==> config.mk <==
export PLATFORM = sky130hd
export DESIGN_NAME = ucc_queue
export DESIGN_NICKNAME = d
export VERILOG_FILES = /design/src/hdl/ucc_pkg.sv /design/src/hdl/ucc_queue.sv
export SDC_FILE = /design/constraint.sdc
export NUM_CORES = 1
export LEC_CHECK = 0
export BUFFER_PORTS_ARGS = -buffer_cell sky130_fd_sc_hd__buf_2
export CAP_MARGIN = 30
export CELL_PAD_IN_SITES_DETAIL_PLACEMENT = 1
export CELL_PAD_IN_SITES_GLOBAL_PLACEMENT = 1
export CORE_ASPECT_RATIO = 2
export CORE_UTILIZATION = 40
export CTS_CLUSTER_DIAMETER = 150
export DETAILED_ROUTE_END_ITERATION = 6
export HOLD_SLACK_MARGIN = 0.02
export PLACE_DENSITY_LB_ADDON = 0.1
export SETUP_SLACK_MARGIN = 0.5
export SYNTH_ARGS = -nofsm -noshare
export SYNTH_HDL_FRONTEND = slang
export SYNTH_SLANG_ARGS = --single-unit
==> constraint.sdc <==
create_clock -name aclk -period 3.35 [get_ports aclk]
set_clock_uncertainty 0.2 [all_clocks]
set_input_delay 0.1675 -clock aclk [delete_from_list [all_inputs] [get_ports aclk]]
set_output_delay 0.1675 -clock aclk [all_outputs]
set_load 0.05 [all_outputs]
==> src/hdl/ucc_pkg.sv <==
`default_nettype none
package ucc_pkg;

    // Class table geometry
    localparam int UCC_CLASS_BITS  = 16;
    localparam int UCC_ENTRY_W     = 32;
    localparam int UCC_SPEC_W      = 16;
    localparam int UCC_TABLE_DEPTH = 256;
    localparam int UCC_QUEUE_DEPTH = 4;
    localparam int UCC_MAX_JOBS    = 3;

    localparam logic [7:0] CHAR_PCT = 8'h25;

    typedef enum logic [0:0] {
        JOB_WRITE = 1'b0,
        JOB_CHAR  = 1'b1
    } job_kind_t;

    typedef enum logic [1:0] {
        PEND_NONE  = 2'd0,
        PEND_PCT   = 2'd1,
        PEND_DIGIT = 2'd2
    } pend_t;

    // One unit of work for the back end: a table write or one character to check
    typedef struct packed {
        job_kind_t              kind;
        logic [7:0]             ch;
        logic                   coded;
        logic [UCC_SPEC_W-1:0]  spec;
        logic                   comp_end;
        logic [UCC_ENTRY_W-1:0] entry;
    } job_t;

    function automatic logic is_hex(input logic [7:0] b);
        return ((b >= 8'h30) && (b <= 8'h39)) ||
               ((b >= 8'h41) && (b <= 8'h46)) ||
               ((b >= 8'h61) && (b <= 8'h66));
    endfunction

    // Valid hex digits only: letters have bit 6 set and map to low nibble + 9
    function automatic logic [3:0] hex_nibble(input logic [7:0] b);
        return b[6] ? (b[3:0] + 4'd9) : b[3:0];
    endfunction

    function automatic logic [7:0] hex_char(input logic [3:0] nib);
        return (nib < 4'd10) ? (8'h30 + {4'd0, nib}) : (8'h37 + {4'd0, nib});
    endfunction

    function automatic job_t mk_char(input logic [7:0] c, input logic coded,
                                     input logic [UCC_SPEC_W-1:0] spec);
        job_t j;
        j          = '0;
        j.kind     = JOB_CHAR;
        j.ch       = c;
        j.coded    = coded;
        j.spec     = spec;
        j.comp_end = 1'b0;
        return j;
    endfunction

endpackage
`default_nettype wire

==> src/hdl/ucc_queue.sv <==
`default_nettype none
module ucc_queue import ucc_pkg::*; #(
    parameter int DEPTH = UCC_QUEUE_DEPTH
) (
    input  wire logic aclk,
    input  wire logic aresetn,
    input  wire logic in_valid,
    output logic      in_ready,
    input  job_t      in_data,
    output logic      out_valid,
    input  wire logic out_ready,
    output job_t      out_data
);

    localparam int PW = (DEPTH > 1) ? $clog2(DEPTH) : 1;
    localparam int CW = $clog2(DEPTH + 1);
    localparam logic [PW-1:0] LAST_PTR = PW'(DEPTH - 1);
    localparam logic [CW-1:0] FULL_CNT = CW'(DEPTH);

    job_t          slot_reg [DEPTH];
    logic [PW-1:0] wr_ptr_reg, rd_ptr_reg;
    logic [CW-1:0] count_reg;
    logic          push, pop;

    assign in_ready  = (count_reg != FULL_CNT);
    assign out_valid = (count_reg != '0);
    assign out_data  = slot_reg[rd_ptr_reg];
    assign push      = in_valid && in_ready;
    assign pop       = out_valid && out_ready;

    always_ff @(posedge aclk) begin
        if (!aresetn) begin
            wr_ptr_reg <= '0;
            rd_ptr_reg <= '0;
            count_reg  <= '0;
        end else begin
            if (push) wr_ptr_reg <= (wr_ptr_reg == LAST_PTR) ? '0 : wr_ptr_reg + 1'b1;
            if (pop)  rd_ptr_reg <= (rd_ptr_reg == LAST_PTR) ? '0 : rd_ptr_reg + 1'b1;
            if (push && !pop)      count_reg <= count_reg + 1'b1;
            else if (pop && !push) count_reg <= count_reg - 1'b1;
        end
    end

    always_ff @(posedge aclk) begin
        if (push) slot_reg[wr_ptr_reg] <= in_data;
    end

endmodule
`default_nettype wire

==> metrics.csv, run 1 <==
metric,value,unit
outcome,completed,
p_total,9.050,mW
largest_register_ffs,236,
powerDensity,797.0,nW/µm²
postSynth.asyncResetShare,0,
synth_nets,430,
die_h,214.0,µm
ios,124,
finalNetCount,634,
dieArea,23100,µm²
rsz0062_at_grt,no,
setup_viol,0,
grt.overflow.total,0,
synthFlopType,edfxtp_1,
p_leak,3.842,nW
track_usage,0.1679,
path_clk_slew,60,ps
synth_area,8985,µm²
maxCapViolCount,0,
synth-seq-cells,245,
syn-instance-count,360,
critPathCaptureType,flip-flop,
routedWlPerCell,21.51,µm
crit_path_max_fanout,5,
clock_sinks,245,
crit_arrival,2900,ps
dp_hpwl,10910,µm
n_fill_cell,1985,
grt_max_degree,60,
synth_top_area_cell,edfxtp_1,
clockBufferDepth,3,
fin_tns_setup,0,ps
cts-htree-levels,1,
gp_congestion,0.6777,
yosys_warnings,0,
seq_area,7274,µm²
multi_input_area,1629,µm²
ys_types,27,
grt_pass1_vias,4946,
post-place-cells,750,
slew_viol_final,0,
synth.top_cell.area_share,0.7887,
insertion_delay,510,ps
crit_path_start_kind,flip-flop,
antenna_found_initial,0,
relSlewSlack,0.3720,
first_pass_iters,6,
holdWs,213.0,ps
hold_viol,0,
areaGrowthSynthToFinish,26.39,%
num_rows,77,
fin_crit_sh,0.7987,
required,3580,ps
die_w,108.0,µm
finalCriticalPeriod,2676,ps
critical_path_class,flip-flop to flip-flop,
diodes,0,
layout-drive-gt1-share,0.3931,
core-area,22060,µm²
clock.fmax,373.8,MHz
synth-seq-area-share,0.8088,
viasPerCell,5.025,
grt_first_pass_wirelength,28370,µm
routed_wl,18420,µm
synth_edf_count,236,
cts_tree,done,
io_buffers,123,
worstMarginPinSlew,942.1,ps
initial_utilization,0.4072,
hp-class,primary input to flip-flop,
drt_iter0_markers,156,
fin_cells,856,
drc,0,
ant_nets,0,
synthTopCellsByArea,"edfxtp_1 79%, mux4_2 15%, dfxtp_1 2.0%",
ir_worst_vdd,0.5394,mV
root_buffer,clkbuf_16,
avgSynthCellArea,24.96,µm²
vias,4301,
cts-buffers-inserted,23,
[synth_stat cells, types with 2 or more instances]
master	instances
edfxtp_1	236
mux4_2	59
dfxtp_1	9
buf_2	7
ha_1	6
clkbuf_1	5
nand2_1	5
and3_2	4
buf_6	3
inv_1	3
o21ai_0	3
mux2i_1	2
nand3_1	2
nor2_1	2
or3_2	2
[final timing paths]
kind / slack [ps] / depth (start not counted) / to / start
worst min-delay path: 210 / 2 / slot_reg[0][22] / in_data[22]
worst min register to register: 330 / 2 / wr_ptr_reg[1] / wr_ptr_reg[1]
worst max register to register: 670 / 7 / count_reg[2] / count_reg[0]
worst max-delay path: 670 / 7 / count_reg[2] / count_reg[0]
[kinds of logic after synthesis]
family / count (synthesis) / share of synthesized area
flip-flops: 245 / 0.8088
XOR/XNOR: 2 / 0.001950
AO/OA/AOI/OAI: 6 / 0.003899
adder cells (fa/ha/maj): 7 / 0.01058
AND/OR/NAND/NOR: 20 / 0.01309
buffers and inverters: 19 / 0.01156
multiplexers: 61 / 0.1501
[metrics by stage]
step,setup WS [ps],instance area (µm²),util
2_1_floorplan,919.2,8985,-
3_3_place_gp,846.7,9991,0.4528
3_5_place_dp,674.0,9991,0.4528
4_1_cts,639.4,11360,0.5147
5_1_grt,571.4,11360,0.5147
6_report,674.4,11360,0.5147
[metal layers]
metal | up-vias | part of all wire | track usage
li1 | 1933 | - | -
met1 | 2252 | 0.38 | 0.1891
met2 | 93 | 0.57 | 0.3127
met3 | 23 | 0.036 | 0.02589
met4 | 0 | 0.020 | 0.05799
met5 | - | 0 | 0
[worst max-delay path, stage by stage, from the launching register on]
cell,delay (ps)
dfxtp_1,370
o31ai_1,530
ha_1,300
inv_1,70
fa_1,370
xor2_1,180
or3_2,420
a21boi_0,160
[area by class of cell]
type	instances	share of cell area
Clock buffer	30	0.05476
Clock inverter	11	0.006611
Inverter	3	0.0009916
Multi-Input combinational cell	96	0.1435
Sequential cell	245	0.6406
Tap cell	276	0.03041
Timing Repair Buffer	195	0.1232
[layout by cell type (no fill, tap or decap), types with 5 or more instances in the layout]
cell,netlist,layout
dlygate4sd3_1,0,64
clkinv_1,0,7
dfxtp_1,9,7
mux4_2,59,59
clkbuf_16,0,23
buf_12,0,5
buf_2,7,123
nand2_1,5,5
ha_1,6,6
edfxtp_1,236,236
clkbuf_1,5,5
[power breakdown]
| group | leakage, nW | switching, mW | internal, mW |
|---|---|---|---|
| logic | 1.26 | 1.82 | 0.905 |
| clock network | 0.341 | 1.05 | 1.38 |
| registers | 2.24 | 0.180 | 3.72 |
[timing repair]
action | in CTS | in global routing
hold endpoints to repair | 245 | 0
resized for setup | 0 | 0
buffers inserted | 1 | 0
hold buffers | 64 | 0
endpoints found under the setup margin | 7 | 0
Note: power is estimated with default switching activity, not from simulation.
==> run 2, diff against run 1 <==
--- a/config.mk
+++ b/config.mk
@@ -5,6 +5,7 @@
 export SDC_FILE = /design/constraint.sdc
 export NUM_CORES = 1
 export LEC_CHECK = 0
+export ABC_AREA = 1
 export BUFFER_PORTS_ARGS = -buffer_cell sky130_fd_sc_hd__buf_2
 export CAP_MARGIN = 30
 export CELL_PAD_IN_SITES_DETAIL_PLACEMENT = 1
==> constraint.sdc (replaced) <==
create_clock -name aclk -period 2.4 [get_ports aclk]
set_clock_uncertainty 0.2 [all_clocks]
set_input_delay 0.12 -clock aclk [delete_from_list [all_inputs] [get_ports aclk]]
set_output_delay 0.12 -clock aclk [all_outputs]
set_load 0.05 [all_outputs]
==> metrics.csv, run 2 <==
metric,value,unit
p_total,17.36,mW
postSynth.asyncResetShare,0,
root_buffer,clkbuf_16,
antenna_found_initial,0,
maxCapViolCount,0,
final_cell_mix,"236 x edfxtp_1, 114 x nor2_1, 62 x dlygate4sd3_1, 62 x buf_2, 58 x buf_4",
avgSynthCellArea,14.39,µm²
drt_iter0_markers,327,
ir_worst_vdd,0.7938,mV
cp_cell_sequence,"buf_8, buf_6, buf_12, o21ai_0, o22ai_2, buf_4",
gp_congestion,0.7466,
p_leak,4.939,nW
crit_path_max_fanout,5,
muxShareOfSynthArea,0,
grt.overflow.total,0,
finalCriticalPeriod,2225,ps
holdPathEnd,slot_reg[0][2],
critical_path_class,flip-flop to output port,
diodes,0,
synthXorXnorAreaFrac,0,
min_from,in_data[2],
required,2080,ps
first_pass_iters,4,
areaGrowthSynthToFinish,48.16,%
finalNetCount,970,
routedWlPerCell,25.05,µm
r2r_end,count_reg[2],
drc,0,
synth_top_family_by_area,compound AO/OA/AOI/OAI gates,
powerDensity,1272,nW/µm²
setup_viol,0,
initial_utilization,0.4069,
hold_viol,0,
synth-seq-area-share,0.7888,
yosys_warnings,0,
synthMostInstantiatedCell,edfxtp_1,
hp-class,primary input to flip-flop,
cts-buffers-inserted,22,
cp.buffers_inverters,4,
crit_arrival,1910,ps
core-area,22640,µm²
met2_usage,0.4432,
io_buffers,123,
synthTopCellsByArea,"edfxtp_1 77%, o21ai_0 6.2%, nor2_1 5.4%",
reg2reg_setup_slack,430,ps
whs_path_depth,2,
synth_common_cells,"236 x edfxtp_1, 133 x nor2_1, 114 x o21ai_0, 59 x o22ai_1",
grt_most_used_layer,met2,
clockBufferDepth,3,
track_usage,0.2307,
grtUsageMet1,0.2444,
synthFlopType,edfxtp_1,
r2r_start,count_reg[0],
worstMarginPinSlew,377.5,ps
largest_register_ffs,236,
layout-drive-gt1-share,0.3646,
die_w,109.3,µm
cts_tree,done,
synth_nets,710,
crit_path_start_kind,flip-flop,
crit_family,buffers and inverters,
synth_area,9213,µm²
dp_hpwl,12690,µm
met3_usage,0.03429,
grt_first_pass_wirelength,39660,µm
vias,6486,
insertion_delay,510,ps
slew_viol_final,0,
syn-instance-count,640,
rr_worst_depth,13,
outcome,completed,
synth_adder_area_share,0.01032,
num_rows,78,
mostFrequentLayoutCell,edfxtp_1,
grt_pass1_vias,6960,
rsz0062_at_grt,yes,
clock_sinks,245,
crit_path_max_incr_delay,380,ps
clock.fmax,449.4,MHz
grt_max_degree,60,
synth_edf_count,236,
path_clk_slew,60,ps
fin_crit_sh,0.9272,
viasPerCell,5.423,
die_h,216.6,µm
critPathCaptureType,output port,
dieArea,23680,µm²
synth-seq-cells,245,
synthSimpleGateAreaFrac,0.06288,
synth_top_area_cell,edfxtp_1,
routed_wl,29960,µm
synth-compound-area-share,0.1069,
ios,124,
cts-htree-levels,1,
fin_tns_setup,0,ps
synth.top_cell.area_share,0.7693,
crit_path_top_delay_cell,dfxtp_4,
ys_types,21,
relSlewSlack,0.7457,
ant_nets,0,
run 2: cell types whose count changed in the layout (fill, tap and decap cells not counted), moves of 35 or more:
cell	change
nor2_1	+112
o21ai_0	+45
mux4_2	-59
o21ai_1	+40
o22ai_1	+35
buf_4	+56
buf_2	-61
run 2: layer usage:
metal	wire, µm	up-vias	part of all wire
li1	-	2922	-
met1	11170	3337	0.37
met2	16800	178	0.56
met3	1166	49	0.039
met4	825	0	0.028
met5	0	-	0
run 2: logic make-up after synthesis:
| group | after synthesis |
|---|---|
| fa+ha+maj | 7 |
| flops | 245 |
| buf+inv | 54 |
| simple gates | 152 |
| compound gates | 182 |
run 2: how the worst max path moves through the flow:
stage / start / end / slack, ps / cells after the start
finish: flip-flop / out_data[3] / 170 / 6
CTS: flip-flop / out_data[42] / 190 / 6
global placement: count_reg[0] / count_reg[1] / 400 / 9
detailed placement: count_reg[0] / count_reg[2] / 270 / 12
global route: flip-flop / out_data[3] / 120 / 6
floorplan: count_reg[1] / slot_reg[0][0] / 250 / 4
run 2: area by class of cell:
cell class | instances | area, µm²
clock buffers | 26 | 586.8
clock inverters | 14 | 111.4
repair inverters | 5 | 57.56
well taps | 280 | 350.3
fillers | 2120 | 8992
inverters | 17 | 97.59
multi-input cells | 341 | 2186
repair buffers | 268 | 2977
flip-flops and latches | 245 | 7283
run 2: per-stage QoR:
stage	hold WS [ps]	worst slack (ps)	instances	util	area [µm²]
floorplan	18.87	247.5	640	-	9290
global placement	128.9	395.3	1021	0.4531	10260
detailed placement	137.5	270.6	1021	0.4531	10260
CTS	127.2	188.5	1168	0.5594	12660
global route	150.7	118.5	1196	0.6028	13650
finish	157.0	174.8	1196	0.6028	13650
run 2: report_power, final:
part	internal [mW]	switching (mW)
clock network	1.96	1.55
registers	5.23	0.221
logic	3.24	5.16
total	10.4	6.93
run 2: timing repair:
action	4_1_cts	5_1_grt
pin swaps	26	74
setup endpoints to repair	61	299
hold endpoints to repair	245	0
gates cloned	18	17
setup buffers	27	11
hold buffers	62	0
resized for setup	153	186
==> run 3, diff against run 2 <==
--- a/config.mk
+++ b/config.mk
@@ -14,6 +14,7 @@
 export CORE_UTILIZATION = 40
 export CTS_CLUSTER_DIAMETER = 150
 export DETAILED_ROUTE_END_ITERATION = 6
+export GPL_TIMING_DRIVEN = 0
 export HOLD_SLACK_MARGIN = 0.02
 export PLACE_DENSITY_LB_ADDON = 0.1
 export SETUP_SLACK_MARGIN = 0.5
==> constraint.sdc (replaced) <==
create_clock -name aclk -period 2.4 [get_ports aclk]
set_clock_uncertainty 0.2 [all_clocks]
set_input_delay 0.48 -clock aclk [delete_from_list [all_inputs] [get_ports aclk]]
set_output_delay 0.48 -clock aclk [all_outputs]
set_load 0.05 [all_outputs]
==> metrics.csv, run 3 (synthesis results as in run 2) <==
metric,value,unit
fin_cells,1174,
crit_arrival,1820,ps
rsz0062_at_grt,yes,
die_h,216.6,µm
cp_cell_sequence,"buf_12, inv_12, bufbuf_16, nor2_2, o22ai_4, buf_6",
ant_nets,0,
clock.fmax,400.7,MHz
first_pass_iters,4,
core-area,22640,µm²
crit_path_start_kind,flip-flop,
areaGrowthSynthToFinish,52.66,%
crit_path_max_incr_delay,370,ps
cts-htree-levels,1,
hp-class,primary input to flip-flop,
critPathCaptureType,output port,
routed_wl,26140,µm
antenna_found_initial,1,
clock_sinks,245,
reg2reg_setup_slack,440,ps
ir_worst_vdd,0.8469,mV
fin_crit_sh,1.040,
vias,6265,
powerDensity,1260,nW/µm²
root_buffer,clkbuf_16,
outcome,"finished, violations left",
grt_pass1_vias,7163,
routedWlPerCell,22.26,µm
clockBufferDepth,3,
crit_family,buffers and inverters,
hold_viol,0,
required,1720,ps
final_cell_mix,"236 x edfxtp_1, 68 x o21ai_1, 62 x nor2_1, 62 x buf_2, 61 x buf_6",
io_buffers,123,
n_fill_cell,2076,
gp_congestion,0.6881,
dp_hpwl,16470,µm
grt_max_degree,27,
insertion_delay,510,ps
crit_path_top_delay_cell,dfxtp_4,
post-place-cells,1052,
setup_viol,50,
drt_iter0_markers,248,
cp.buffers_inverters,4,
mostFrequentLayoutCell,edfxtp_1,
seq_area,7288,µm²
finalCriticalPeriod,2496,ps
initial_utilization,0.4069,
violations,negative setup slack,
grt_first_pass_wirelength,39230,µm
ios,124,
dieArea,23680,µm²
slew_viol_final,0,
critical_path_class,flip-flop to output port,
drc,0,
largest_register_ffs,236,
multi_input_area,3017,µm²
layout-drive-gt1-share,0.4703,
cts-buffers-inserted,22,
p_leak,4.875,nW
track_usage,0.2245,
maxCapViolCount,0,
num_rows,78,
finalNetCount,947,
viasPerCell,5.336,
relSlewSlack,0.7406,
grt.overflow.total,0,
setup_ws,-95.54,ps
crit_path_max_fanout,7,
cts_tree,done,
die_w,109.3,µm
postLayoutCoreUtil,0.6211,
path_clk_slew,70,ps
worstMarginPinSlew,385.0,ps
run 3: cell types whose count changed in the layout (fill, tap and decap cells not counted), moves of 13 or more:
cell | previous run | this run
buf_8 | 3 | 16
nor2_2 | 9 | 60
buf_4 | 58 | 17
o21ai_1 | 41 | 68
o22ai_1 | 35 | 0
buf_12 | 21 | 8
nor2_1 | 114 | 62
buf_6 | 31 | 61
o21ai_0 | 48 | 10
o22ai_2 | 20 | 0
o22ai_4 | 4 | 59
run 3: through the flow:
| stage | setup WS, ps | instance area [µm²] | TNS, ps | total power, mW | hold slack (ps) |
|---|---|---|---|---|---|
| 2_1_floorplan | 247.5 | 10100 | 0 | 10.44 | 292.1 |
| 3_3_place_gp | -662.0 | 11070 | -150570 | 11.87 | 301.6 |
| 3_5_place_dp | -71.87 | 11280 | -465.3 | 12.15 | 308.3 |
| 4_1_cts | -143.8 | 13520 | -5811 | 17.16 | 51.74 |
| 5_1_grt | -135.1 | 14060 | -5507 | 18.42 | 69.38 |
| 6_report | -95.54 | 14060 | -2534 | 17.72 | 70.92 |
run 3: final cells by class:
| class | count | area share |
|---|---|---|
| multi-input combinational | 341 | 0.2145 |
| inverter | 17 | 0.006139 |
| clock buffer | 32 | 0.04475 |
| timing repair buffer | 212 | 0.1518 |
| clock inverter | 8 | 0.005071 |
| tap | 280 | 0.02491 |
| buffer | 37 | 0.03381 |
| antenna | 1 | 0.0001779 |
| timing repair inverter | 1 | 0.0006228 |
| sequential | 245 | 0.5182 |
run 3: what timing repair did:
action,in CTS,in global routing
resized for setup,341,138
pin swaps,11,31
endpoints found under the hold margin,236,0
buffers inserted,2,13
endpoints found under the setup margin,239,239
hold buffers,59,0
cloned,4,3
run 3: worst paths after layout:
kind | start | end | depth (start not counted)
max | flip-flop | out_data[19] | 6
min reg2reg | count_reg[0] | count_reg[0] | 2
max reg2reg | count_reg[0] | count_reg[1] | 9
min | aresetn | count_reg[1] | 3
run 3: worst reg2reg max path, stage by stage, from the launching register on:
cell,delay [ps]
dfxtp_4,360
nor2_4,220
nand2_8,100
nand2_8,110
inv_4,40
ha_4,160
inv_4,60
fa_2,430
o21ai_2,130
nor2_1,50
run 3: metal layers:
| metal | vias up | part of all wire | track usage | wire length, µm |
|---|---|---|---|---|
| met5 | - | 0 | 0 | 0 |
| met4 | 0 | 0.023 | 0.07511 | 614 |
| met3 | 42 | 0.037 | 0.02977 | 955 |
| met2 | 132 | 0.58 | 0.4417 | 15230 |
| met1 | 3230 | 0.36 | 0.2343 | 9339 |
| li1 | 2861 | - | - | - |
run 3: report_power, final:
group	internal, mW	switching, mW	leakage [nW]
combinational	3.43	5.36	2.29
clock	1.94	1.54	0.344
sequential	5.23	0.216	2.24
