`config.mk`:
```
export PLATFORM = sky130hd
export DESIGN_NAME = ucc_front
export DESIGN_NICKNAME = d
export VERILOG_FILES = /design/src/hdl/ucc_pkg.sv /design/src/hdl/ucc_front.sv
export SDC_FILE = /design/constraint.sdc
export NUM_CORES = 1
export LEC_CHECK = 0
export BUFFER_PORTS_ARGS = -buffer_cell sky130_fd_sc_hd__buf_2
export CORE_ASPECT_RATIO = 1.75
export CORE_MARGIN = 3
export CORE_UTILIZATION = 45
export CTS_CLUSTER_SIZE = 40
export DETAILED_ROUTE_END_ITERATION = 6
export HOLD_SLACK_MARGIN = 0.12
export MAX_ROUTING_LAYER = met4
export PLACE_DENSITY = 0.67
export SETUP_SLACK_MARGIN = 0.15
export SLEW_MARGIN = 20
export SYNTH_ARGS = -nofsm -noshare
export SYNTH_HDL_FRONTEND = slang
export SYNTH_SLANG_ARGS = --single-unit
```
`constraint.sdc`:
```
create_clock -name aclk -period 3.19 [get_ports aclk]
set_input_delay 0.319 -clock aclk [delete_from_list [all_inputs] [get_ports aclk]]
set_output_delay 0.319 -clock aclk [all_outputs]
set_load 0.005 [all_outputs]
```
`src/hdl/ucc_pkg.sv`:
```
`default_nettype none
package ucc_pkg;

    // Class table geometry
    localparam int UCC_CLASS_BITS  = 16;
    localparam int UCC_ENTRY_W     = 32;
    localparam int UCC_SPEC_W      = 16;
    localparam int UCC_TABLE_DEPTH = 256;
    localparam int UCC_QUEUE_DEPTH = 4;
    localparam int UCC_MAX_JOBS    = 3;

    localparam logic [7:0] CHAR_PCT = 8'h25;

    typedef enum logic [0:0] {
        JOB_WRITE = 1'b0,
        JOB_CHAR  = 1'b1
    } job_kind_t;

    typedef enum logic [1:0] {
        PEND_NONE  = 2'd0,
        PEND_PCT   = 2'd1,
        PEND_DIGIT = 2'd2
    } pend_t;

    // One unit of work for the back end: a table write or one character to check
    typedef struct packed {
        job_kind_t              kind;
        logic [7:0]             ch;
        logic                   coded;
        logic [UCC_SPEC_W-1:0]  spec;
        logic                   comp_end;
        logic [UCC_ENTRY_W-1:0] entry;
    } job_t;

    function automatic logic is_hex(input logic [7:0] b);
        return ((b >= 8'h30) && (b <= 8'h39)) ||
               ((b >= 8'h41) && (b <= 8'h46)) ||
               ((b >= 8'h61) && (b <= 8'h66));
    endfunction

    // Valid hex digits only: letters have bit 6 set and map to low nibble + 9
    function automatic logic [3:0] hex_nibble(input logic [7:0] b);
        return b[6] ? (b[3:0] + 4'd9) : b[3:0];
    endfunction

    function automatic logic [7:0] hex_char(input logic [3:0] nib);
        return (nib < 4'd10) ? (8'h30 + {4'd0, nib}) : (8'h37 + {4'd0, nib});
    endfunction

    function automatic job_t mk_char(input logic [7:0] c, input logic coded,
                                     input logic [UCC_SPEC_W-1:0] spec);
        job_t j;
        j          = '0;
        j.kind     = JOB_CHAR;
        j.ch       = c;
        j.coded    = coded;
        j.spec     = spec;
        j.comp_end = 1'b0;
        return j;
    endfunction

endpackage
`default_nettype wire

```
`src/hdl/ucc_front.sv`:
```
`default_nettype none
module ucc_front import ucc_pkg::*; (
    input  wire logic        aclk,
    input  wire logic        aresetn,
    input  wire logic        s_tvalid,
    output logic             s_tready,
    input  wire logic [63:0] s_tdata,
    input  wire logic        s_tuser,
    input  wire logic        s_tlast,
    output logic             q_valid,
    input  wire logic        q_ready,
    output job_t             q_data
);

    logic [7:0]            idx;
    logic [UCC_ENTRY_W-1:0] entry;
    logic [7:0]            b;
    logic [UCC_SPEC_W-1:0] spec;
    logic                  accept;
    logic                  b_hex;
    logic                  b_opens;
    logic [7:0]            decoded;

    pend_t       pend_reg, pend_next;
    logic [7:0]  digit_reg, digit_next;
    job_t        jobs_reg [UCC_MAX_JOBS];
    logic [1:0]  njobs_reg;
    job_t        cand [UCC_MAX_JOBS];
    logic [1:0]  ncand;
    logic        push_fire;

    assign idx     = s_tdata[7:0];
    assign entry   = s_tdata[39:8];
    assign b       = s_tdata[47:40];
    assign spec    = s_tdata[63:48];
    assign b_hex   = is_hex(b);
    assign b_opens = (b == CHAR_PCT) && !s_tlast;
    assign decoded = {hex_nibble(digit_reg), hex_nibble(b)};

    assign q_valid   = (njobs_reg != 2'd0);
    assign q_data    = jobs_reg[0];
    assign push_fire = q_valid && q_ready;
    assign s_tready  = (njobs_reg == 2'd0) || ((njobs_reg == 2'd1) && q_ready);
    assign accept    = s_tvalid && s_tready;

    // Escape tracking
    always_comb begin
        pend_next  = pend_reg;
        digit_next = digit_reg;
        if (accept && (s_tuser == JOB_CHAR)) begin
            unique case (pend_reg)
                PEND_NONE: begin
                    if (b_opens) pend_next = PEND_PCT;
                end
                PEND_PCT: begin
                    if (b_hex && !s_tlast) begin
                        pend_next  = PEND_DIGIT;
                        digit_next = b;
                    end else if (b_opens) begin
                        pend_next = PEND_PCT;
                    end else begin
                        pend_next = PEND_NONE;
                    end
                end
                PEND_DIGIT: begin
                    digit_next = '0;
                    if (!b_hex && b_opens) pend_next = PEND_PCT;
                    else                   pend_next = PEND_NONE;
                end
                default: begin
                    pend_next  = PEND_NONE;
                    digit_next = '0;
                end
            endcase
        end
    end

    // Break the item into character jobs
    always_comb begin
        logic consumed;
        consumed = 1'b0;
        ncand    = 2'd0;
        for (int i = 0; i < UCC_MAX_JOBS; i++) cand[i] = '0;
        if (s_tuser == JOB_WRITE) begin
            cand[0].kind  = JOB_WRITE;
            cand[0].ch    = idx;
            cand[0].entry = entry;
            ncand         = 2'd1;
        end else begin
            unique case (pend_reg)
                PEND_NONE: ;
                PEND_PCT: begin
                    if (b_hex && !s_tlast) begin
                        consumed = 1'b1;
                    end else begin
                        cand[0] = mk_char(CHAR_PCT, 1'b0, spec);
                        ncand   = 2'd1;
                    end
                end
                PEND_DIGIT: begin
                    if (b_hex) begin
                        cand[0]  = mk_char(decoded, 1'b1, spec);
                        ncand    = 2'd1;
                        consumed = 1'b1;
                    end else begin
                        cand[0] = mk_char(CHAR_PCT, 1'b0, spec);
                        cand[1] = mk_char(digit_reg, 1'b0, spec);
                        ncand   = 2'd2;
                    end
                end
                default: ;
            endcase
            if (!consumed && !b_opens) begin
                cand[ncand] = mk_char(b, 1'b0, spec);
                ncand       = ncand + 2'd1;
            end
            if (s_tlast && (ncand != 2'd0)) cand[ncand - 2'd1].comp_end = 1'b1;
        end
    end

    always_ff @(posedge aclk) begin
        if (!aresetn) begin
            pend_reg  <= PEND_NONE;
            digit_reg <= '0;
            njobs_reg <= 2'd0;
        end else begin
            pend_reg  <= pend_next;
            digit_reg <= digit_next;
            if (accept) begin
                njobs_reg <= ncand;
            end else if (push_fire) begin
                njobs_reg <= njobs_reg - 2'd1;
            end
        end
    end

    always_ff @(posedge aclk) begin
        if (accept) begin
            for (int i = 0; i < UCC_MAX_JOBS; i++) jobs_reg[i] <= cand[i];
        end else if (push_fire) begin
            for (int i = 0; i < UCC_MAX_JOBS - 1; i++) jobs_reg[i] <= jobs_reg[i+1];
        end
    end

endmodule
`default_nettype wire

```
==> metrics.md, run 1 <==
| Metric | Value |
|---|---|
| Number of nets in the layout | between 700 and 800 |
| Proportion of power drawn by combinational gates | 0.180 |
| Async SR Flop Fraction | 0 |
| Switching component of the power | 1.35 mW |
| Crit path cell chain | inv_1 -> ha_1 -> nor2b_1 -> o21ai_0 -> o311ai_4 -> a21bo_2 -> o21ai_0 |
| Share of synthesized area occupied by flip-flops and latches | 0.578 |
| Top Ports | 131 |
| CP endpoint kind | flop |
| Main synth FF type | edfxtp_1 |
| Start point of the worst hold path | s_tdata[12] |
| TritonCTS Sinks | around 120 |
| RSZ-0062 raised after global routing | no |
| Final Instance Area | between 0.007 and 0.008 sq mm |
| Post-placement setup slack | -49.4 ps |
| Number of cells on the worst reg-to-reg path | 7 |
| Crit Reg-Reg Startpoint | pend_reg[1] |
| CTS tree | yes |
| Total of flip-flops plus latches after synthesis | roughly 120 |
| Setup clock skew after layout | between 10 and 15 ps |
| Worst Slack Setup Final | 455 ps |
| Number of flip-flops under the largest register name | between 100 and 150 |
| Final wirelength | roughly 15 mm |
| Die outline area | 0.0152 sq mm |
| ANT cells | 0 |
| Cell family with the largest share of critical-path delay | compound AO/OA/AOI/OAI gates |
| Number of slew-limit violations in the final report | 0 |
| Transition time of the tightest slew-check pin | ~810 ps |
| Congestion Overflow GR | 0 |
| DRC violations left | 0 |
| Number of hold violations in the final report | 0 |
| Endpoint of the lowest-slack register-to-register path | jobs_reg[0][95] |
| Ratio of cells with drive above 1 in the final layout | 0.302 |
| Post-Syn Nets | 631 |
| Post-Synthesis Cells | around 550 |
| Number of placed instances with taps included | 792 |
| Number of placement rows | 56 |
| Power share of the clock group | 0.374 |
| Number of flops mapped to enable cells by yosys | around 110 |
| Status | completed |
| Clock Path Buffers | 2 |
| Req. time, crit path | approximately 3300 ps |
| Number of setup violations in the final report | 0 |
| Initial DRC Count | 216 |
| Worst min-delay path category | in2reg |
| Fill cells | roughly 1200 |
| Clock Pin Slew Worst Setup and Hold Paths | around 60 ps |
| FF-to-FF setup slack | 450 ps |
| CTS H-tree lvls | 4 |
| P_leak | 3.03 nW |
| Slew HR | 0.462 |
| Largest driver fanout on the critical path | 16 |
| Synthesized area divided by synthesized cell count | 11.3 sq um |
| Count of different cell masters after synthesis | approximately 60 |
| Routed wirelength normalized by instance count | ~18 microns |
| Buffer cell driving the clock tree root | clkbuf_16 |
| Arr. time, crit path | about 2900 ps |
| Power density over cell area | 718 mW/mm^2 |
| Number of non-filler instances in the completed layout | 824 |
| Vias per inst | between 5 and 6 |
| Standard cell core area | 0.0135 sq mm |
| Delay of the slowest critical-path stage | between 500 and 600 ps |
| Vertical die dimension | 161 microns |
| Number of buffers and inverters on the critical path | 1 |
| Overall routing resource usage | 0.207 |
| Switching part of the total power | 0.257 |
| Critical path class | reg2reg |
| Area post-placement | 0.00672 sq mm |
| Share of the clock period used by the worst path | 0.857 |
| Setup bufs post-CTS | 0 |
| Internal power of the cells | 3.91 mW |
| Initial core utilization | 0.459 |
| F_max | about 0.37 GHz |
| Critical Path Source Type | flop |
| Count of input and output buffers | 130 |
| Via count of the first global-routing pass | approximately 4500 |
| RD Place Congestion | roughly 0.9 |
| Vias after detailed routing | 4374 |
| Post-route ant nets | 0 |
| Inserted Clock Buffers | 17 |
| Most frequent cell on the critical path | o21ai_0 |
| Pin count of the biggest net entering global routing | 51 |
| Worst-case vdd ir drop | 0.356 mV |
| Layout overhead on the synthesized area | 18.7% |
| Worst hold endpoint | jobs_reg[0][4] |
| Floorplan die width | ~95 microns |
| Clock network latency to the later pin of the worst-skew pair | 400 ps |
| Min Clock Period, post-route | 2740 ps |
| Flop pwr share | 0.446 |
| Slowest-stage cell, CP | o311ai_4 |
| Number of maximum-capacitance violations | 0 |
| Number of antenna violations at the first check in global routing | 0 |
| Area of the mapped netlist | about 0.006 sq mm |
| Number of detailed-routing iterations run before antenna repair | 5 |
| Area used by multi-input combinational logic | between 0.002 and 0.0025 sq mm |
| Wire length of the first global-routing pass | 23.2 mm |
| Seq. cell area | ~0.0036 sq mm |
| Hold Path Cell Cnt | 2 |
| Count of warnings emitted by yosys | 0 |
| Sum of net half-perimeters after detailed placement | approximately 11 mm |
[power by group through the flow]
stage / Combinational [mW] / Sequential [mW] / Clock [mW]
6_report: 0.947 / 2.35 / 1.97
5_1_grt: 1.06 / 2.38 / 2.08
4_1_cts: 0.966 / 2.35 / 2.00
3_5_place_dp: 0.963 / 2.38 / 0
3_3_place_gp: 0.946 / 2.37 / 0
2_1_floorplan: 0.749 / 2.37 / 0
[placed cells by master (no fill, tap or decap), types with 2 or more instances in the layout]
master,n
nand2b_1,2
and3_1,5
a211o_1,2
ha_1,13
a21o_1,3
xor2_1,3
o31ai_1,5
nor3_1,10
clkinv_1,3
nor2_1,11
nor3b_1,4
nand4_1,2
a32oi_1,5
dfxtp_1,12
nand2_1,89
bufinv_16,4
xnor2_1,2
a221o_1,7
buf_4,26
nand3b_1,5
o21ai_0,40
clkbuf_1,2
buf_2,130
clkinvlp_4,2
edfxtp_1,111
o221ai_1,4
a21oi_1,6
and2_1,55
nor2b_1,4
nor4_1,2
nand3_1,7
clkbuf_16,17
clkinv_2,2
inv_1,13
a22o_1,7
[worst reg2reg max path: cells and delay by family (launching register included)]
| family | cells | cell delay [ps] |
|---|---|---|
| flip-flops | 1 | 330 |
| buffers and inverters | 1 | 80 |
| AND/OR/NAND/NOR | 1 | 260 |
| AO/OA/AOI/OAI | 4 | 1460 |
| adder cells (fa/ha/maj) | 1 | 330 |
[logic make-up after synthesis]
kind of cell,after synthesis,synth area share
multiplexers,2,0.00344
adder cells (fa/ha/maj),13,0.0263
AND/OR/NAND/NOR,206,0.170
XOR/XNOR,5,0.00709
AO/OA/AOI/OAI,99,0.115
flip-flops,123,0.578
buffers and inverters,100,0.100
[worst max path at each step]
stage	from	end	slack, ps	cells after the start
floorplan	s_tdata[41]	jobs_reg[0][111]	180	13
finish	pend_reg[1]	jobs_reg[0][95]	450	7
global placement	s_tdata[41]	jobs_reg[0][111]	90	12
CTS	pend_reg[1]	jobs_reg[0][95]	240	7
detailed placement	s_tdata[41]	jobs_reg[1][43]	-50	12
global route	s_tdata[41]	jobs_reg[0][50]	270	13
[through the flow]
step	hold WS [ps]	setup TNS [ps]	power [mW]	utilization
after floorplan	429	0	3.12	-
after CTS	176	0	5.32	0.544
after global placement	456	0	3.32	0.499
final	192	0	5.26	0.545
after detailed placement	458	-607	3.34	0.499
after global routing	179	0	5.52	0.545
[per-layer routing]
metal | up-vias | share of wire | global-route usage
li1 | 2089 | - | -
met1 | 2080 | 0.36 | 0.219
met2 | 171 | 0.55 | 0.361
met3 | 34 | 0.059 | 0.0489
met4 | 0 | 0.029 | 0.0887
met5 | - | 0 | -
[Yosys cell counts (6+ instances only)]
cell type,number,share of area
edfxtp_1,111,0.54
nand2_1,90,0.055
buf_4,59,0.072
and2_1,55,0.056
o21ai_0,40,0.032
clkbuf_1,19,0.012
ha_1,13,0.026
inv_1,13,0.0079
dfxtp_1,12,0.039
nor2_1,12,0.0073
nor3_1,10,0.0081
a21oi_1,7,0.0057
a221o_1,7,0.011
a22o_1,7,0.0099
nand3_1,7,0.0057
o31ai_1,6,0.0073
[area by class of cell]
type,instances,area share
clock buffer,19,0.0590
clock inverter,13,0.0237
inverter,13,0.00665
multi-input combinational,325,0.276
sequential,123,0.487
tap,174,0.0297
timing repair buffer,157,0.118
[repair_timing]
action | CTS | global route
setup endpoints to repair | 0 | 20
hold buffers | 0 | 0
resized for setup | 0 | 1
Power figures use the tool's default switching activity.
==> inputs of run 2 (changes only) <==
BUFFER_PORTS_ARGS = -buffer_cell sky130_fd_sc_hd__clkbuf_2   (was -buffer_cell sky130_fd_sc_hd__buf_2)
==> run 2 against run 1 <==
Compared with the run above: combinational power up 0.8%; register-to-register slack about the same; die area unchanged; non-clock buffer count up 10; wire length up 2.0%; via count up 0.46%; critical path depth up 5; sequential power about the same; cell count up 1.2%; sequential cell count unchanged; global-route usage up 0.54 points; cell area up 0.51%; largest cell class unchanged.
==> metrics.md, run 2 (same netlist as run 1, synthesis figures left out) <==
| Metric | Value |
|---|---|
| Status | completed (unchanged) |
| Clock Path Buffers | 2 (unchanged) |
| Slew HR | 0.426 (was 0.462) |
| Min Clock Period, post-route | 2770 ps (was 2740 ps) |
| Summed negative setup slack over all endpoints | 0 ps (unchanged) |
| CP endpoint kind | flop (unchanged) |
| Setup bufs post-CTS | 0 (unchanged) |
| Ratio of cells with drive above 1 in the final layout | 0.314 (was 0.302) |
| Initial DRC Count | 220 (was 216) |
| Vertical die dimension | 161 microns (unchanged) |
| Post-route ant nets | 0 (unchanged) |
| Standard cell core area | 0.0135 sq mm (unchanged) |
| Final Instance Area | 0.00737 sq mm (was 0.00733 sq mm) |
| Transition time of the tightest slew-check pin | 859 ps (was 806 ps) |
| End point of the critical path | jobs_reg[0][46] (was jobs_reg[0][95]) |
| Number of hold violations in the final report | 0 (unchanged) |
| Number of placed instances with taps included | 802 (was 792) |
| Setup clock skew after layout | 9.30 ps (was 10.6 ps) |
| Final Total Pwr | 5.17 mW (was 5.26 mW) |
| Number of non-filler instances in the completed layout | 834 (was 824) |
| CTS tree | yes (unchanged) |
| FF-to-FF setup slack | 450 ps (about the same) |
| Via count of the first global-routing pass | 4515 (was 4519) |
| Vias per inst | 5.27 (was 5.31) |
| Clock network latency to the later pin of the worst-skew pair | 410 ps (was 400 ps) |
| Most common cell after layout, fill and taps aside | clkbuf_2 (was buf_2) |
| Number of setup violations in the final report | 0 (unchanged) |
| Endpoint of the lowest-slack register-to-register path | jobs_reg[0][97] (was jobs_reg[0][95]) |
| Count of input and output buffers | 130 (unchanged) |
| Worst Setup SP | s_tdata[40] (was pend_reg[1]) |
| Arr. time, crit path | 2890 ps (was 2870 ps) |
| TritonCTS Sinks | 123 (unchanged) |
| RSZ-0062 raised after global routing | no (unchanged) |
| Overall routing resource usage | 0.212 (was 0.207) |
| Critical Path Source Type | primary input (was flop) |
| Worst-case vdd ir drop | 0.345 mV (was 0.356 mV) |
| Routed wirelength normalized by instance count | 17.8 microns (was 17.7 microns) |
| Area post-placement | 0.00679 sq mm (was 0.00672 sq mm) |
| Critical path class | in2reg (was reg2reg) |
| Clock Pin Slew Worst Setup and Hold Paths | 50 ps (was 60 ps) |
| Number of nets in the layout | 730 (was 720) |
| Share of the clock period used by the worst path | 0.868 (was 0.857) |
| Worst min-delay path category | in2reg (unchanged) |
| RD Place Congestion | 0.934 (was 0.926) |
| Most used cells in the layout excluding fill and tap cells | clkbuf_2 (130), edfxtp_1 (111), nand2_1 (89) (was buf_2 (130), edfxtp_1 (111), nand2_1 (89)) |
| Number of detailed-routing iterations run before antenna repair | 4 (was 5) |
| Start point of the worst hold path | s_tdata[18] (was s_tdata[12]) |
| Number of flip-flops under the largest register name | 111 (unchanged) |
| Wire length of the first global-routing pass | 23.5 mm (was 23.2 mm) |
| Floorplan die width | 94.6 microns (unchanged) |
| P_leak | 3.08 nW (was 3.03 nW) |
| Layout overhead on the synthesized area | 19.3% (was 18.7%) |
| F_max | 0.361 GHz (was 0.366 GHz) |
| Buffer cell driving the clock tree root | clkbuf_16 (unchanged) |
| Congestion Overflow GR | 0 (unchanged) |
| Number of antenna violations at the first check in global routing | 0 (unchanged) |
| Number of slew-limit violations in the final report | 0 (unchanged) |
| Req. time, crit path | 3310 ps (was 3320 ps) |
| Die outline area | 0.0152 sq mm (unchanged) |
| CTS H-tree lvls | 4 (unchanged) |
| Number of maximum-capacitance violations | 0 (unchanged) |
| Power density over cell area | 701 mW/mm^2 (was 718 mW/mm^2) |
| Vias after detailed routing | 4394 (was 4374) |
| Final wirelength | 14.9 mm (was 14.6 mm) |
| Crit Reg-Reg Startpoint | pend_reg[1] (unchanged) |
| Largest driver fanout on the critical path | 16 (unchanged) |
| ANT cells | 0 (unchanged) |
| Number of cells on the worst reg-to-reg path | 6 (was 7) |
| Pin count of the biggest net entering global routing | 54 (was 51) |
| Hold bufs inserted after CTS | 0 (unchanged) |
| Number of placement rows | 56 (unchanged) |
| Initial core utilization | 0.459 (unchanged) |
| Sum of net half-perimeters after detailed placement | 11.0 mm (was 10.7 mm) |
| Inserted Clock Buffers | 17 (unchanged) |
| DRC violations left | 0 (unchanged) |
| Top Ports | 131 (unchanged) |
run 2: cell count changes in the layout (fill, tap and decap cells not counted), sizes merged:
cell | previous run | this run
clkbuf | 19 | 155
clkinv | 6 | 4
inv | 14 | 13
clkinvlp | 2 | 1
buf | 157 | 37
bufinv | 4 | 2
run 2: area by class of cell:
type,count,area (sq um)
well taps,174,218
flip-flops and latches,123,3570
clock inverters,7,91.3
clock buffers,25,485
fillers,1210,6080
inverters,13,48.8
repair buffers,167,941
multi-input cells,325,2010
run 2: worst max-delay path, stage by stage:
cell      delay (ps)
clkbuf_2         120
inv_1             70
ha_1             200
and4bb_1         210
a2111o_1         430
nor3_1           190
nand2b_1         150
nand2_1           80
ha_1             240
o311a_1          140
nor2_2           510
o21ai_0          230
run 2: worst min path at each step:
stage | to | slack (ps) | cells after the start
2_1_floorplan | digit_reg[7] | 430 | 1
3_3_place_gp | digit_reg[5] | 450 | 1
3_5_place_dp | digit_reg[7] | 450 | 1
4_1_cts | jobs_reg[0][10] | 170 | 2
5_1_grt | jobs_reg[0][16] | 190 | 2
6_report | jobs_reg[0][10] | 190 | 2
run 2: where the power goes:
part	internal (mW)	total (mW)	switching (mW)	leakage, nW
Clock	1.21	1.85	0.642	0.281
Combinational	0.359	0.955	0.596	1.59
Sequential	2.26	2.36	0.100	1.21
Total	3.83	5.17	1.34	3.08
run 2: timing repair:
| item | CTS | global route |
|---|---|---|
| endpoints found under the hold margin | 0 | 0 |
| endpoints found under the setup margin | 3 | 0 |
| resized for setup | 1 | 0 |
run 2: stage by stage:
| step | hold WS, ps | utilization | setup WS (ps) |
|---|---|---|---|
| after CTS | 174 | 0.548 | 278 |
| after detailed placement | 449 | 0.505 | -335 |
| after global placement | 455 | 0.505 | -157 |
| final | 194 | 0.548 | 422 |
| after global routing | 187 | 0.548 | 168 |
| after floorplan | 429 | - | 176 |
run 2: per-layer routing:
| layer | vias up | part of all wire | track usage |
|---|---|---|---|
| li1 | 2105 | - | - |
| met1 | 2093 | 0.36 | 0.221 |
| met2 | 164 | 0.56 | 0.382 |
| met3 | 32 | 0.049 | 0.0410 |
| met4 | 0 | 0.027 | 0.0887 |
| met5 | - | 0 | - |
==> inputs of run 3 (changes only) <==
ABC_AREA = 1   (was unset)
CELL_PAD_IN_SITES_DETAIL_PLACEMENT = 0   (was unset)
CELL_PAD_IN_SITES_GLOBAL_PLACEMENT = 2   (was unset)
CORE_UTILIZATION = 30   (was 45)
PLACE_DENSITY = 0.72   (was 0.67)
==> run 3 against run 2 <==
Compared with the run above: first-iteration DRC count fell by 14%; sequential power rose by 4%; sequential cell count did not move; critical path depth fell by 1; cell area fell by 1.1%; critical endpoint is now jobs_reg[0][96].
==> metrics.md, run 3 <==
| Metric | Value |
|---|---|
| Status | completed (unchanged) |
| Async SR Flop Fraction | 0 (unchanged) |
| RSZ-0062 raised after global routing | no (unchanged) |
| Seq. cell area | 0.00357 sq mm (unchanged) |
| Number of nets in the layout | 803 (was 730) |
| Inserted Clock Buffers | 17 (unchanged) |
| Ratio of cells with drive above 1 in the final layout | 0.269 (was 0.314) |
| Post-route ant nets | 0 (unchanged) |
| Commonest cells in the synthesized netlist | nand2_1 (126), edfxtp_1 (111), inv_1 (89), nor2_1 (68), buf_4 (59) (was edfxtp_1 (111), nand2_1 (90), buf_4 (59), and2_1 (55), o21ai_0 (40)) |
| Share of synthesized area occupied by flip-flops and latches | 0.578 (about the same) |
| Summed negative setup slack over all endpoints | 0 ps (unchanged) |
| Hold Path Cell Cnt | 3 (was 2) |
| Delay of the slowest critical-path stage | 410 ps (was 510 ps) |
| Number of slew-limit violations in the final report | 0 (unchanged) |
| Share of the clock period used by the worst path | 0.787 (was 0.868) |
| Post-layout util | 0.365 (was 0.548) |
| Number of antenna violations at the first check in global routing | 0 (unchanged) |
| Start point of the worst hold path | aresetn (was s_tdata[18]) |
| Count of warnings emitted by yosys | 0 (unchanged) |
| Overall routing resource usage | 0.133 (was 0.212) |
| Wire length of the first global-routing pass | 22.7 mm (was 23.5 mm) |
| Post-Synthesis Cells | 635 (was 548) |
| Floorplan die width | 115 microns (was 94.6 microns) |
| Final wirelength | 14.5 mm (was 14.9 mm) |
| Clock network latency to the later pin of the worst-skew pair | 410 ps (about the same) |
| Congestion Overflow GR | 0 (unchanged) |
| ANT cells | 0 (unchanged) |
| Number of placement rows | 68 (was 56) |
| Total of flip-flops plus latches after synthesis | 123 (unchanged) |
| Resized Gates After CTS | 0 (was 1) |
| Transition time of the tightest slew-check pin | 536 ps (was 859 ps) |
| RD Place Congestion | 0.852 (was 0.934) |
| Hold bufs inserted after CTS | 0 (unchanged) |
| Most used standard cell by instance count after synthesis | nand2_1 (was edfxtp_1) |
| Number of flip-flops under the largest register name | 111 (unchanged) |
| Crit Reg-Reg Startpoint | pend_reg[1] (unchanged) |
| Number of flops mapped to enable cells by yosys | 111 (unchanged) |
| F_max | 0.398 GHz (was 0.361 GHz) |
| Count of input and output buffers | 130 (unchanged) |
| P_leak | 3.25 nW (was 3.08 nW) |
| Initial DRC Count | 189 (was 220) |
| DRC violations left | 0 (unchanged) |
| Arr. time, crit path | 2650 ps (was 2890 ps) |
| Number of maximum-capacitance violations | 0 (unchanged) |
| Setup bufs post-CTS | 0 (unchanged) |
| Area of the mapped netlist | 0.00618 sq mm (about the same) |
| TritonCTS Sinks | 123 (unchanged) |
| CP endpoint kind | flop (unchanged) |
| Clock Path Buffers | 2 (unchanged) |
| CTS tree | yes (unchanged) |
| Area used by multi-input combinational logic | 0.00174 sq mm (was 0.00201 sq mm) |
| Top Ports | 131 (unchanged) |
| Pin count of the biggest net entering global routing | 60 (was 54) |
| Crit path cell chain | inv_1 -> ha_1 -> nand2_1 -> nand2_1 -> nand2_1 -> inv_2 -> ha_1 -> inv_1 -> nor2_8 -> o21ai_4 -> o21ai_0 (was clkbuf_2 -> inv_1 -> ha_1 -> and4bb_1 -> a2111o_1 -> nor3_1 -> nand2b_1 -> nand2_1 -> ha_1 -> o311a_1 -> nor2_2 -> o21ai_0) |
| Cell taking the most area after synthesis | edfxtp_1 (unchanged) |
| Cell types occupying the most area after synthesis | edfxtp_1 (54%), nand2_1 (7.7%), buf_4 (7.2%), inv_1 (5.4%), nor2_1 (4.1%) (was edfxtp_1 (54%), buf_4 (7.2%), and2_1 (5.6%), nand2_1 (5.5%), dfxtp_1 (3.9%)) |
| FF-to-FF setup slack | 680 ps (was 450 ps) |
| Via count of the first global-routing pass | 4486 (was 4515) |
| Vertical die dimension | 196 microns (was 161 microns) |
| Layout overhead on the synthesized area | 18.0% (was 19.3%) |
| Main synth FF type | edfxtp_1 (unchanged) |
| Most common cell after layout, fill and taps aside | clkbuf_2 (unchanged) |
| Worst hold endpoint | njobs_reg[0] (was jobs_reg[0][10]) |
| Synth top area share | 0.539 (about the same) |
| Endpoint of the lowest-slack register-to-register path | jobs_reg[0][96] (was jobs_reg[0][97]) |
| Most used cells in the layout excluding fill and tap cells | clkbuf_2 (130), nand2_1 (126), edfxtp_1 (111) (was clkbuf_2 (130), edfxtp_1 (111), nand2_1 (89)) |
| Number of hold violations in the final report | 0 (unchanged) |
| Die outline area | 0.0224 sq mm (was 0.0152 sq mm) |
| Initial core utilization | 0.309 (was 0.459) |
| Routed wirelength normalized by instance count | 14.8 microns (was 17.8 microns) |
| CTS H-tree lvls | 4 (unchanged) |
| Synthesized area divided by synthesized cell count | 9.74 sq um (was 11.3 sq um) |
| Vias after detailed routing | 4305 (was 4394) |
| Number of non-filler instances in the completed layout | 978 (was 834) |
| Worst-case vdd ir drop | 0.315 mV (was 0.345 mV) |
| Critical path class | reg2reg (was in2reg) |
| Largest driver fanout on the critical path | 17 (was 16) |
| Vias per inst | 4.40 (was 5.27) |
| Count of different cell masters after synthesis | 36 (was 61) |
| Most frequent cell on the critical path | nand2_1 (was ha_1) |
| Fill cells | 2040 (was 1210) |
| Post-Syn Nets | 718 (was 631) |
| Sum of net half-perimeters after detailed placement | 11.0 mm (about the same) |
| Buffer cell driving the clock tree root | clkbuf_16 (unchanged) |
| Setup clock skew after layout | 10.2 ps (was 9.30 ps) |
| Worst min-delay path category | in2reg (unchanged) |
| Number of buffers and inverters on the critical path | 3 (was 2) |
| Power density over cell area | 731 mW/mm^2 (was 701 mW/mm^2) |
| Standard cell core area | 0.0200 sq mm (was 0.0135 sq mm) |
| Clock Pin Slew Worst Setup and Hold Paths | 60 ps (was 50 ps) |
| Number of placed instances with taps included | 946 (was 802) |
| Post-placement setup slack | 262 ps (was -335 ps) |
| Worst Slack Setup Final | 678 ps (was 422 ps) |
| Number of detailed-routing iterations run before antenna repair | 5 (was 4) |
| Min Clock Period, post-route | 2510 ps (was 2770 ps) |
| Cell family with the largest share of critical-path delay | compound AO/OA/AOI/OAI gates (was simple AND/OR/NAND/NOR gates) |
| Slew HR | 0.643 (was 0.426) |
| Req. time, crit path | 3330 ps (was 3310 ps) |
| Number of cells on the worst reg-to-reg path | 11 (was 6) |
| Critical Path Source Type | flop (was primary input) |
| Slowest-stage cell, CP | o21ai_4 (was nor2_2) |
| Number of setup violations in the final report | 0 (unchanged) |
==> run 3: layout make-up <==
class                   count  area share
flip-flops and latches    123       0.490
multi-input cells         344       0.239
repair buffers            139       0.100
clock buffers              19      0.0594
inverters                  95      0.0491
well taps                 245      0.0420
clock inverters            13      0.0208
==> run 3: cell families after synthesis <==
kind of cell / count (synthesis) / share of synthesized area
buffers and inverters: 168 / 0.141
DFF: 123 / 0.578
adders and majority gates: 13 / 0.0263
AOI/OAI and AO/OA: 85 / 0.0848
xor gates and xnor gates: 1 / 0.00142
and+or+nand+nor: 245 / 0.169
==> run 3: worst register-to-register path, stage by stage (launching register included) <==
cell and delay, ps:
dfxtp_1 370, inv_1 90, ha_1 320, nand2_1 210
nand2_1 70, nand2_1 140, inv_2 50, ha_1 190
inv_1 150, nor2_8 90, o21ai_4 410, o21ai_0 150
==> run 3: per-stage QoR <==
| stage | total power [mW] | hold WS [ps] | instance area (sq um) |
|---|---|---|---|
| final | 5.33 | 171 | 7290 |
| after global routing | 5.61 | 191 | 7290 |
| after CTS | 5.43 | 157 | 7290 |
| after detailed placement | 3.49 | 452 | 6710 |
| after global placement | 3.46 | 457 | 6710 |
| after floorplan | 3.27 | 419 | 6180 |
==> run 3: worst max path at each step <==
stage | from | endpoint | slack [ps] | depth (start not counted)
2_1_floorplan | njobs_reg[0] | njobs_reg[0] | 250 | 7
3_3_place_gp | s_tdata[40] | jobs_reg[0][96] | 380 | 16
3_5_place_dp | s_tdata[40] | jobs_reg[0][93] | 260 | 16
4_1_cts | pend_reg[1] | jobs_reg[0][93] | 630 | 11
5_1_grt | pend_reg[1] | jobs_reg[0][92] | 490 | 11
6_report | pend_reg[1] | jobs_reg[0][96] | 680 | 11
==> run 3: power breakdown <==
part | internal, mW | switching, mW | total (mW)
logic | 0.339 | 0.632 | 0.971
clock network | 1.22 | 0.692 | 1.91
registers | 2.33 | 0.114 | 2.45
==> run 3: metal layers <==
metal  up-vias  part of all wire  GRT usage
met1      1994              0.38      0.138
met5         -                 0          -
li1       2189                 -          -
met4         0             0.015     0.0506
met2       108              0.56      0.243
met3        14             0.042     0.0278
